`src/rtl/ntip_pkg.sv`:
```
// ----------------------------------------------------------------------------
// ntip_pkg
// Shared constants and types for the table interpolator: table geometry,
// fixed-point widths and the table access request.
// ----------------------------------------------------------------------------
package ntip_pkg;

	localparam int TABLE_DEPTH = 4096;
	localparam int ROW_STRIDE  = 6;
	localparam int ADDR_W      = $clog2(TABLE_DEPTH);

	localparam int VAL_W  = 32;               // Q16.16 value
	localparam int FAC_W  = 16;               // Q4.12 factor
	localparam int FRAC_W = 12;

	// multiplier operand and floored result widths
	localparam int MA_W     = 48;
	localparam int MUL_LO_W = MA_W / 2;
	localparam int PROD_W   = MUL_LO_W + 1 + FAC_W;
	localparam int FULL_W   = MA_W + FAC_W;
	localparam int MR_W     = FULL_W - FRAC_W;
	localparam int SUM_W    = MR_W + 1;

	// index sums: base + 2*ROW_STRIDE + 2*stride
	localparam int IDX_W = 18;

	localparam logic [1:0] MODE_WRITE = 2'd0;

	typedef struct packed {
		logic              we;
		logic [ADDR_W-1:0] waddr;
		logic [VAL_W-1:0]  wdata;
		logic [ADDR_W-1:0] raddr;
	} tbl_req_t;

endpackage

```
`src/rtl/ntip_mul.sv`:
```
// ----------------------------------------------------------------------------
// ntip_mul
// Shared multiply unit: res = floor(a * f / 2^12). The wide operand is
// split in two halves that pass through one narrow multiplier in turn.
// ----------------------------------------------------------------------------
module ntip_mul
	import ntip_pkg::*;
(
	input  logic                    clk,
	input  logic                    arst_n,
	input  logic                    start,
	input  logic signed [MA_W-1:0]  a,
	input  logic signed [FAC_W-1:0] f,
	output logic                    done,
	output logic signed [MR_W-1:0]  res
);

	typedef enum logic [2:0] {
		M_IDLE = 3'b001,
		M_LO   = 3'b010,
		M_HI   = 3'b100
	} mul_state_t;

	mul_state_t               state_q;
	logic signed [MA_W-1:0]   a_q;
	logic signed [FAC_W-1:0]  f_q;
	logic signed [PROD_W-1:0] acc_q;
	logic signed [MUL_LO_W:0] op;
	logic signed [PROD_W-1:0] prod;
	logic signed [FULL_W-1:0] full;
	logic                     done_q;
	logic signed [MR_W-1:0]   res_q;

	// low half is unsigned, high half carries the sign
	always_comb begin
		if (state_q == M_LO) begin
			op = $signed({1'b0, a_q[MUL_LO_W-1:0]});
		end else begin
			op = $signed({a_q[MA_W-1], a_q[MA_W-1:MUL_LO_W]});
		end
		prod = PROD_W'(op * f_q);
		full = FULL_W'(acc_q) + (FULL_W'(prod) <<< MUL_LO_W);
	end

	always_ff @(posedge clk or negedge arst_n) begin
		if (!arst_n) begin
			state_q <= M_IDLE;
			done_q  <= 1'b0;
		end else begin
			done_q <= 1'b0;
			case (state_q)
				M_IDLE: begin
					if (start) begin
						state_q <= M_LO;
					end
				end
				M_LO: begin
					state_q <= M_HI;
				end
				M_HI: begin
					done_q  <= 1'b1;
					state_q <= M_IDLE;
				end
				default: begin
					state_q <= M_IDLE;
				end
			endcase
		end
	end

	always_ff @(posedge clk) begin
		if (state_q == M_IDLE && start) begin
			a_q <= a;
			f_q <= f;
		end
		if (state_q == M_LO) begin
			acc_q <= prod;
		end
		if (state_q == M_HI) begin
			res_q <= $signed(full[FULL_W-1:FRAC_W]);
		end
	end

	assign done = done_q;
	assign res  = res_q;

endmodule
```
`config.mk`:
```
export PLATFORM = sky130hd
export DESIGN_NAME = ntip_mul
export DESIGN_NICKNAME = d
export VERILOG_FILES = /design/src/rtl/ntip_pkg.sv /design/src/rtl/ntip_mul.sv
export SDC_FILE = /design/constraint.sdc
export NUM_CORES = 1
export LEC_CHECK = 0
export BUFFER_PORTS_ARGS = -buffer_cell sky130_fd_sc_hd__buf_2
export CELL_PAD_IN_SITES_DETAIL_PLACEMENT = 1
export CELL_PAD_IN_SITES_GLOBAL_PLACEMENT = 2
export CORE_MARGIN = 2
export CORE_UTILIZATION = 27
export DETAILED_ROUTE_END_ITERATION = 8
export PLACE_DENSITY = 0.66
export SYNTH_ARGS = -nofsm -noshare
export SYNTH_HDL_FRONTEND = slang
export SYNTH_SLANG_ARGS = --single-unit
```
`constraint.sdc`:
```
create_clock -name clk -period 12.57 [get_ports clk]
set_input_delay 0.6285 -clock clk [delete_from_list [all_inputs] [get_ports clk]]
set_output_delay 0.6285 -clock clk [all_outputs]
set_load 0.02 [all_outputs]
```
# ---- Word level (Yosys, flattened, before mapping)
# Cells that the tools add are included.
dict set report classes {
  n_addsub 1
  multipliers 1
  n_eq_ne 4
  muxes 4
  n_reduce_logical 1
}
# op n
set op_table {}
lappend op_table {{adder 41 x 64 -> 64 bit} 1}
lappend op_table {{multiplier 25 x 16 -> 41 bit} 1}
lappend op_table {{2-to-1 mux 25 bit} 1}
lappend op_table {{one-hot mux 3 bit (2 select lines)} 1}
lappend op_table {{equality test 3 x 1 -> 1 bit (second input constant)} 1}
lappend op_table {{equality test 3 x 2 -> 1 bit (second input constant)} 1}
lappend op_table {{equality test 3 bit (second input constant)} 1}
lappend op_table {{2-to-1 mux 3 bit} 1}
lappend op_table {{inequality test 2 bit (second input constant)} 1}
lappend op_table {{logical AND 1 bit} 1}
lappend op_table {{2-to-1 mux 1 bit} 1}
dict set report word_totals {
  reg_bits 161
  output_inout_bits 53
  word_cells 17
}

# ---- Logic depth before layout (Yosys ltp)
# Gate-level depths: netlist of the first run.
dict set report logic_depth {
  word_depth 4
  ltp_mapped 40
  ltp_nobuf 37
}

# ---- Worst setup path after synthesis of the first run
# OpenSTA, ideal clock, no wires.
dict set report synth_timing {
  path_type {reg-to-reg}
  from {register state_q[2]}
  to {register res_q[51] (netlist: res[51]) (data pin)}
  arrival_time_ns 9.564
  required_time_ns 12.302
  path_slack_ns 2.738
  path_stages_with_launch 39
  synth_period_minus_slack_ns 9.832
  cell_sequence {dfrtp_1 or3b_2 clkbuf_1 inv_2 clkbuf_1 nand2_1 nand2_1 clkbuf_1 nand2_1 fa_1 inv_1 fa_1 inv_1 fa_1 inv_1 fa_1 fa_1 inv_1 (+3 left out) a21o_1 a21o_1 a221oi_2 o211a_1 o211ai_1 o21ai_1 a21o_1 o21ai_0 xor2_1 ha_1 and3_1 and2_1 nor2b_1 a41oi_2 o211ai_4 a221o_1 a21oi_2 xnor3_1}
}
dict set report synth_via {
  elab_chain_cells 4
}
# item line_no
set synth_lines {}
lappend synth_lines {{from (decl)} ntip_mul.sv:24} ;# mul_state_t state_q;
lappend synth_lines {{from (signal assigned)} ntip_mul.sv:47} ;# state_q <= M_IDLE;
lappend synth_lines {{from (signal assigned)} ntip_mul.sv:54} ;# state_q <= M_LO;
lappend synth_lines {{from (signal assigned)} ntip_mul.sv:58} ;# state_q <= M_HI;
lappend synth_lines {{equality test 3 x 2 -> 1 bit} ntip_mul.sv:36} ;# if (state_q == M_LO) begin
lappend synth_lines {{2-to-1 mux 25 bit} ntip_mul.sv:36}
lappend synth_lines {{multiplier 25 x 16 -> 41 bit} ntip_mul.sv:41} ;# prod = PROD_W'(op * f_q);
lappend synth_lines {{via prod[33]} ntip_mul.sv:29} ;# logic signed [PROD_W-1:0] prod;
lappend synth_lines {{adder 41 x 64 -> 64 bit} ntip_mul.sv:42} ;# full = FULL_W'(acc_q) + (FULL_W'(prod) <<< MUL_LO_W);
lappend synth_lines {{via full[63]} ntip_mul.sv:30} ;# logic signed [FULL_W-1:0] full;
lappend synth_lines {{to (signal assigned)} ntip_mul.sv:80} ;# res_q <= $signed(full[FULL_W-1:FRAC_W]);
lappend synth_lines {{to (decl)} ntip_mul.sv:32} ;# logic signed [MR_W-1:0] res_q;
# The timed path passes the listed nets, and every way through them passes these cells.
# A chain may end at the register's enable or synchronous reset.

# ---- Worst setup path after layout of the first run
dict set report layout_timing {
  from {register state_q[1]}
  to {register res_q[48] (netlist: res[48]) (data pin)}
}
# Same word-level chain as after synthesis.

==> flow_summary.yaml, run 1 <==
outcome:
  outcome: "finished, final reports clean"
worst_setup_path:
  crit_slowest_cell: "nand2_1"
  cp_common_cell: "fa_1"
  reg2regPathDepth: 31
  worst-path-max-fanout: 26
  rrSetupSlack_ns: 2.29
  cp.required_ns: 12.79
  endpoint_kind: "flop"
  start_kind: "flop"
  critPathArrivalTime_ns: 10.50
  regToRegStartpoint: "state_q[1]"
  path_class: "reg2reg"
  crit_path_max_incr_delay_ns: 0.63
  r2r-end: "res[48]"
timing:
  finalSetupViolations: 0
  period_share_pct: 81.78
  hold_violations: 0
  max_freq_mhz: 97.28
  tightest_slew_ns: 1.175
  slew_headroom_pct: 21.68
  fin_crit_ns: 10.28
  report.final.slew_viol_count: 0
  rsz0062_at_grt: "false"
  finClkSkew_ns: 0.01689
  setup-tns-final_ns: 0
hold_path:
  min_path_type: "in2reg"
  worstHoldStart: "f[5]"
  holdPathStages: 1
  min_to: "f_q[5]"
cells_and_area:
  num-nets-final: 2830
  area_growth_pct: 11.65
  layout-drive-gt1-share_pct: 9.297
synthesis:
  synth_area_leaders: "fa_1 37%, edfxtp_1 21%, inv_1 8.4%"
  ys_warn_count: 0
  synth_seq_cells: 149
  synth_edf_count: 145
  syn_nets: 2733
  yosys.area.top_type_share_pct: 36.73
  yosys.area.top_type: "fa_1"
  synthFlopType: "edfxtp_1"
  netlist_area_um2: 21200
  synth_common_cells: "472 x inv_1, 389 x fa_1, 309 x nand2_1, 145 x edfxtp_1, 141 x and2_1"
  yosysUniqueCellTypes: 71
  netlist_instances: 2138
  synthArstFlopShare_pct: 2.685
  synth_most_common_cell: "inv_1"
  syn_area_per_cell_um2: 9.918
  yosysSeqAreaShare_pct: 21.01
global_route:
  grt_pass1_vias: 17157
  grt_usage_pct: 15.55
  top_usage_layer: "met2"
  grt.overflow.total: 0
  use_met3_pct: 2.047
  use_met1_pct: 20.81
  grtUsageMet2_pct: 26.62
  grt_antenna_before_repair: 2
  grt_pass1_wl_mm: 97.43
  grt_max_degree: 54
placement:
  dp_hpwl_mm: 49.60
  io_buffer_count: 119
  gp_congestion: 0.8161
cts:
  cts_resized: 0
  clk_latency_ns: 0.48
  cts.clk_slew.worst_paths_ns: 0.08
  cts.path.max_buffers: 2
  cts_sinks: 149
  post_cts_buffers: 0
  cts_max_level: 4
  cts_tree: "built"
  cts_buffers: 17
  root_buffer: "clkbuf_16"
die:
  pin_count: 120
  fp.coreArea_um2: 77590
  dieArea_um2: 80790
  num_rows: 102
  initial_utilization_pct: 27.33
  die_h_um: 284.2
  die_x_um: 284.2
routing:
  firstDrtPassIters: 5
  drtIter0Drc: 622
  ant_nets: 0
  drc: 0
  viasPerCell: 4.494
  wirelength_mm: 60.65
  vias: 14781
  routedWlPerCell_um: 18.44
job:
  drv_cap: 0
## metrics by stage
stage	std cells	hold slack, ns	setup WS [ns]	util (%)	instance area [um2]
2_1_floorplan	2138	0.3329	2.738	-	21200
3_3_place_gp	3255	0.4609	2.255	29.71	23060
3_5_place_dp	3255	0.4420	2.256	29.71	23060
4_1_cts	3288	0.2882	2.220	30.51	23670
5_1_grt	3288	0.2964	1.568	30.51	23670
6_report	3289	0.3245	2.290	30.51	23680
## kinds of logic after synthesis
family	count (synthesis)	share of synthesized area, %
adder cells (fa/ha/maj)	528	44.93
AND/OR/NAND/NOR	607	13.64
flip-flops	149	21.01
XOR/XNOR	77	3.281
buffers and inverters	543	9.671
multiplexers	3	0.1416
AO/OA/AOI/OAI	231	7.329
## state kept, by name, indices dropped and copies added (netlist names)
register  cells
state_q       3
acc_q        29
res          52
f_q          16
done          1
a_q          48
## per-layer routing
layer  wire, um  vias up  part of all wire [%]
met1      27950     7731                    46
met5          0        -                     0
met4       1020        0                   1.7
li1           -     6781                     -
met3       1732       58                   2.9
met2      29950      211                    49
## worst max path at each step
stage / from / end / slack [ns]
2_1_floorplan: state_q[2] / res[51] / 2.74
3_3_place_gp: state_q[1] / res[48] / 2.26
3_5_place_dp: state_q[1] / res[48] / 2.26
4_1_cts: state_q[1] / res[48] / 2.22
5_1_grt: state_q[1] / res[48] / 1.57
6_report: state_q[1] / res[48] / 2.29
## layout by cell type, fill, tap and decap left out, types with 28 or more instances in the layout
cell      count
inv_1       472
fa_1        389
nand2_1     309
edfxtp_1    145
and2_1      141
ha_1        139
buf_2       119
a21oi_1      73
xnor2_1      57
nor2_1       49
a21o_1       37
o21ai_0      32
buf_4        28
## area by class of cell
cell class,instances,area [um2]
clock inverter,15,181.4
fill,9018,53920
tap,1040,1301
timing repair buffer,148,815.8
antenna,1,2.502
sequential,149,4456
multi-input combinational,1446,14720
clock buffer,17,425.4
inverter,473,1775
## critical path: cells and delay by family, from the launching register on
kind	cells	cell delay (ns)
multiplexers	1	0.20
buffers and inverters	3	0.73
XOR/XNOR	1	0.21
flip-flops	1	0.45
AND/OR/NAND/NOR	6	1.61
adder cells (fa/ha/maj)	8	3.60
AO/OA/AOI/OAI	12	3.23
## repair_timing
action / CTS / global route
hold buffers: 1 / 0
setup endpoints to repair: 0 / 0
endpoints found under the hold margin: 3 / 0
Power of run 1 is not shown: default switching activity piles up to over one toggle a cycle in this logic, so the estimate is an artifact.
==> inputs of run 2 (changes only) <==
Settings changed: ABC_AREA from default to 1, PLACE_DENSITY 0.66 to 0.7.
Clock period 12.57 ns to 8.3 ns, I/O delays scaled along.
==> run 2 against run 1 <==
Against the previous run: critical path depth grew 4; cell count is 29% higher; non-clock buffer count is 427 higher; first-iteration DRC count increased by 65%.
==> flow_summary.yaml, run 2 <==
cts:
  cts_buffers: 17
  cts_sinks: 149
  cts.path.max_buffers: 2
  cts_tree: "built"
  clk_latency_ns: 0.50
  root_buffer: "clkbuf_16"
  cts_max_level: 4
  cts.clk_slew.worst_paths_ns: 0.07
cells_and_area:
  layout-drive-gt1-share_pct: 29.64
  insertedDiodeCount: 0
  area_growth_pct: 33.79
  num-nets-final: 3753
  layout_commonest_cell: "inv_1"
  largest_reg_flops: 52
  final_util_pct: 36.48
  layout_common_cells: "589 x inv_1, 483 x nand2_1, 417 x buf_4"
  fillers: 9679
die:
  fp.coreArea_um2: 81980
  dieArea_um2: 85120
  pin_count: 120
  num_rows: 105
  initial_utilization_pct: 27.27
  die_x_um: 291.7
  die_h_um: 291.7
worst_setup_path:
  path_class: "reg2reg"
  crit_slowest_cell: "fa_1"
  start_kind: "flop"
  critPathArrivalTime_ns: 8.35
  worst-path-max-fanout: 13
  endpoint_kind: "flop"
  crit_path_max_incr_delay_ns: 0.60
  cp.required_ns: 8.55
synthesis:
  yosysUniqueCellTypes: 42
  netlist_area_um2: 22360
  synth_edf_count: 145
  synth_most_common_cell: "inv_1"
  synth_area_leaders: "fa_1 35%, edfxtp_1 19%, inv_1 10%"
  ys_warn_count: 0
  netlist_instances: 2610
  synthFlopType: "edfxtp_1"
  syn_nets: 3205
  yosysSeqAreaShare_pct: 19.93
  synthArstFlopShare_pct: 2.685
  synth_seq_cells: 149
  yosys.area.top_type: "fa_1"
  yosys.area.top_type_share_pct: 34.84
  syn_area_per_cell_um2: 8.565
  synth_common_cells: "609 x inv_1, 540 x nand2_1, 389 x fa_1, 335 x nor2_1, 145 x edfxtp_1"
timing:
  finClkSkew_ns: 0.01721
  slew_headroom_pct: 9.241
  finalSetupViolations: 0
  report.final.slew_viol_count: 0
  hold_violations: 0
  period_share_pct: 97.59
  rsz0062_at_grt: "true"
  max_freq_mhz: 123.5
  tightest_slew_ns: 1.361
  fin_crit_ns: 8.100
global_route:
  grt_antenna_before_repair: 0
  grt_pass1_vias: 21107
  grt.overflow.total: 0
  grt_usage_pct: 20.00
  grt_pass1_wl_mm: 126.4
  grt_max_degree: 66
routing:
  wirelength_mm: 85.18
  firstDrtPassIters: 5
  vias: 19193
  drc: 0
  viasPerCell: 4.526
  ant_nets: 0
  routedWlPerCell_um: 20.08
  drtIter0Drc: 1025
outcome:
  outcome: "finished, final reports clean"
job:
  drv_cap: 0
placement:
  dp_hpwl_mm: 73.73
  gp_congestion: 0.9381
  io_buffer_count: 119
hold_path:
  min_path_type: "in2reg"
[run 2: changes by cell type after synthesis, moves of 27 or more]
cell / delta
inv_1: +137
nand3_1: +43
xnor2_1: -35
clkbuf_1: -27
and2_1: -139
nor2_1: +286
nand2_1: +231
[run 2: critical path: cells and delay by family, from the launching register on]
family                     cells  cell delay [ns]
DFF                            1             0.41
adders and majority gates      8             3.78
xor gates and xnor gates       1             0.18
buffers and inverters          9             1.27
AOI/OAI and AO/OA              8             1.35
and+or+nand+nor                9             0.82
[run 2: area by class of cell]
class | count | area [um2] | area share, %
clock inverter | 15 | 183.9 | 0.6150
sequential | 149 | 4456 | 14.90
clock buffer | 17 | 425.4 | 1.422
tap | 1070 | 1339 | 4.476
inverter | 627 | 2400 | 8.024
multi-input combinational | 1788 | 16790 | 56.15
timing repair buffer | 575 | 4313 | 14.42
[run 2: metal layers]
layer	up-vias	GRT usage (%)	part of all wire, %	wire [um]
met5	-	0	0	0
met4	0	6.450	2.6	2239
met3	96	2.603	4.2	3560
met2	400	32.67	48	40890
met1	9792	27.44	45	38480
li1	8905	-	-	-
[run 2: per-stage QoR]
| step | hold WS (ns) | TNS, ns | setup WS, ns | cells | instance area [um2] |
|---|---|---|---|---|---|
| 4_1_cts | 0.03876 | -0.01219 | -0.007735 | 4176 | 28080 |
| 3_3_place_gp | 0.2445 | -2.462 | -0.4005 | 4136 | 27110 |
| 6_report | 0.08392 | 0 | 0.2004 | 4241 | 29910 |
| 3_5_place_dp | 0.2494 | -4.058 | -0.4671 | 4136 | 27110 |
| 2_1_floorplan | 0.1194 | 0 | 0.6848 | 2610 | 22360 |
| 5_1_grt | 0.04887 | -0.7903 | -0.1778 | 4241 | 29910 |
[run 2: final timing paths]
check	from	to	slack, ns	depth (start not counted)
hold reg to reg	acc_q[16]	res[4]	0.42	0
setup / recovery	state_q[2]	res[46]	0.20	35
hold / removal	a[23]	a_q[23]	0.08	1
min in group asynchronous	arst_n	done	0.25	2
setup reg to reg	state_q[2]	res[46]	0.20	35
max in group asynchronous	arst_n	state_q[0]	7.82	2
[run 2: what timing repair did]
action,CTS,global route
pin swaps,12,96
endpoints found under the hold margin,4,0
setup buffers,7,67
resized for setup,66,337
hold buffers,1,0
setup endpoints to repair,20,24
gates cloned,0,1
[run 2: kinds of logic (layout without fill, tap and decap cells)]
kind of cell | count (synthesis) | count (layout) | share of synthesized area, %
XOR/XNOR | 65 | 65 | 2.547
AND/OR/NAND/NOR | 997 | 997 | 17.74
buffers and inverters | 673 | 1234 | 11.39
adder cells (fa/ha/maj) | 528 | 528 | 42.61
AO/OA/AOI/OAI | 198 | 198 | 5.782
flip-flops | 149 | 149 | 19.93
Power of run 2 is left out for the same reason.
==> inputs of run 3 (changes only) <==
Settings changed: CTS_BUF_LIST from default to sky130_fd_sc_hd__clkbuf_2 sky130_fd_sc_hd__clkbuf_4 sky130_fd_sc_hd__clkbuf_8.
==> run 3 against run 2 <==
Against the previous run: global-route usage up 0.32 points; core utilization shrank 0.57 points; wire length grew 0.75%; count of clock-buffer cells in the layout is the same; hold slack improved by 0.080 ns; sequential share of layout area is 0.24 points higher; via count rose by 0.31%; critical path depth increased by 1.
==> flow_summary.yaml, run 3 (synthesis gave the netlist of run 2 again) <==
outcome:
  outcome: "finished, final reports clean"
cells_and_area:
  layout_commonest_cell: "inv_1"
  largest_reg_flops: 52
  num-nets-final: 3778
  fillers: 9737
  layout_common_cells: "598 x inv_1, 511 x nand2_1, 397 x buf_4"
  layout-drive-gt1-share_pct: 25.59
  area_growth_pct: 31.71
  fin_area_um2: 29440
timing:
  finClkSkew_ns: 0.02375
  fin_crit_ns: 8.167
  holdWs_ns: 0.1643
  tightest_slew_ns: 1.360
  rsz0062_at_grt: "true"
  hold_violations: 0
  report.final.slew_viol_count: 0
  slew_headroom_pct: 9.317
  finalSetupViolations: 0
  max_freq_mhz: 122.4
  period_share_pct: 98.40
cts:
  cts_buffers: 17
  cts_max_level: 4
  cts.path.max_buffers: 2
  cts_tree: "built"
  cts.clk_slew.worst_paths_ns: 0.11
  cts_sinks: 149
  clk_latency_ns: 0.58
  root_buffer: "clkbuf_8"
die:
  dieArea_um2: 85120
  die_x_um: 291.7
  fp.coreArea_um2: 81980
  num_rows: 105
  initial_utilization_pct: 27.27
  pin_count: 120
  die_h_um: 291.7
worst_setup_path:
  rrSetupSlack_ns: 0.13
  path_depth: 36
  reg2regPathDepth: 36
  crit_slowest_cell: "fa_2"
  path_buf_inv: 10
  endpoint_kind: "flop"
  crit_path_max_incr_delay_ns: 0.59
  regToRegStartpoint: "state_q[0]"
  start_kind: "flop"
  cp.required_ns: 8.63
  critPathArrivalTime_ns: 8.50
  r2r-end: "res[45]"
  path_class: "reg2reg"
  worst-path-max-fanout: 14
  cp_top_family: "adder cells"
global_route:
  use_met3_pct: 2.032
  use_met1_pct: 28.03
  grt_usage_pct: 20.31
  grt_pass1_wl_mm: 129.1
  top_usage_layer: "met2"
  grtUsageMet2_pct: 34.02
  grt_max_degree: 66
  grt_antenna_before_repair: 2
  grt.overflow.total: 0
  grt_pass1_vias: 21401
hold_path:
  min_path_type: "in2async"
placement:
  dp_hpwl_mm: 73.73
  gp_congestion: 0.9381
  place_area_um2: 27110
  io_buffer_count: 119
routing:
  wirelength_mm: 85.81
  firstDrtPassIters: 5
  routedWlPerCell_um: 20.11
  drc: 0
  viasPerCell: 4.512
  ant_nets: 0
  vias: 19252
  drtIter0Drc: 1066
job:
  drv_cap: 0
## run 3: changes by cell type in the layout (fill, tap and decap cells not counted), sizes merged
cell / before / now
buf: 573 / 534
clkinv: 7 / 10
clkinvlp: 5 / 4
diode: 0 / 1
dlygate4sd3: 1 / 65
inv: 629 / 627
## run 3: repair_timing
action | CTS | global route
setup endpoints to repair | 20 | 25
buffers inserted | 8 | 24
pin swaps | 13 | 48
resized for setup | 67 | 186
endpoints found under the hold margin | 68 | 0
cloned | 0 | 1
hold buffers | 65 | 0
## run 3: layout make-up
class,instances,area [um2],share of cell area (%)
timing repair buffer,600,4546,15.44
sequential,149,4456,15.13
multi-input combinational,1788,16310,55.38
inverter,627,2376,8.070
clock buffer,17,234.0,0.7947
tap,1070,1339,4.547
clock inverter,15,183.9,0.6247
antenna,1,2.502,0.008499
## run 3: how the worst max path moves through the flow
stage | start | to | slack, ns
finish | state_q[0] | res[45] | 0.13
floorplan | state_q[2] | res[51] | 0.68
global route | state_q[0] | res[46] | -0.22
CTS | state_q[0] | res[45] | -0.01
global placement | state_q[0] | res[45] | -0.40
detailed placement | state_q[0] | res[45] | -0.47
## run 3: layer usage
| layer | share of wire [%] | wire length (um) |
|---|---|---|
| met4 | 2.0 | 1734 |
| met1 | 46 | 39110 |
| met2 | 49 | 41960 |
| met3 | 3.5 | 2999 |
| met5 | 0.014 | 12 |
## run 3: through the flow
stage | utilization (%) | instances | worst slack [ns] | TNS [ns]
final | 35.92 | 4267 | 0.1328 | 0
after global routing | 35.92 | 4267 | -0.2191 | -1.503
after CTS | 34.81 | 4241 | -0.01167 | -0.01167
after detailed placement | 33.07 | 4136 | -0.4671 | -4.058
after global placement | 33.07 | 4136 | -0.4005 | -2.462
after floorplan | - | 2610 | 0.6848 | 0
## run 3: worst register-to-register path, delay by kind of cell, from the launching register on
| kind | cells | cell delay [ns] |
|---|---|---|
| adder cells (fa/ha/maj) | 8 | 3.71 |
| AO/OA/AOI/OAI | 6 | 0.86 |
| flip-flops | 1 | 0.57 |
| AND/OR/NAND/NOR | 11 | 1.32 |
| XOR/XNOR | 1 | 0.20 |
| buffers and inverters | 10 | 1.26 |
Power of run 3 is left out for the same reason.
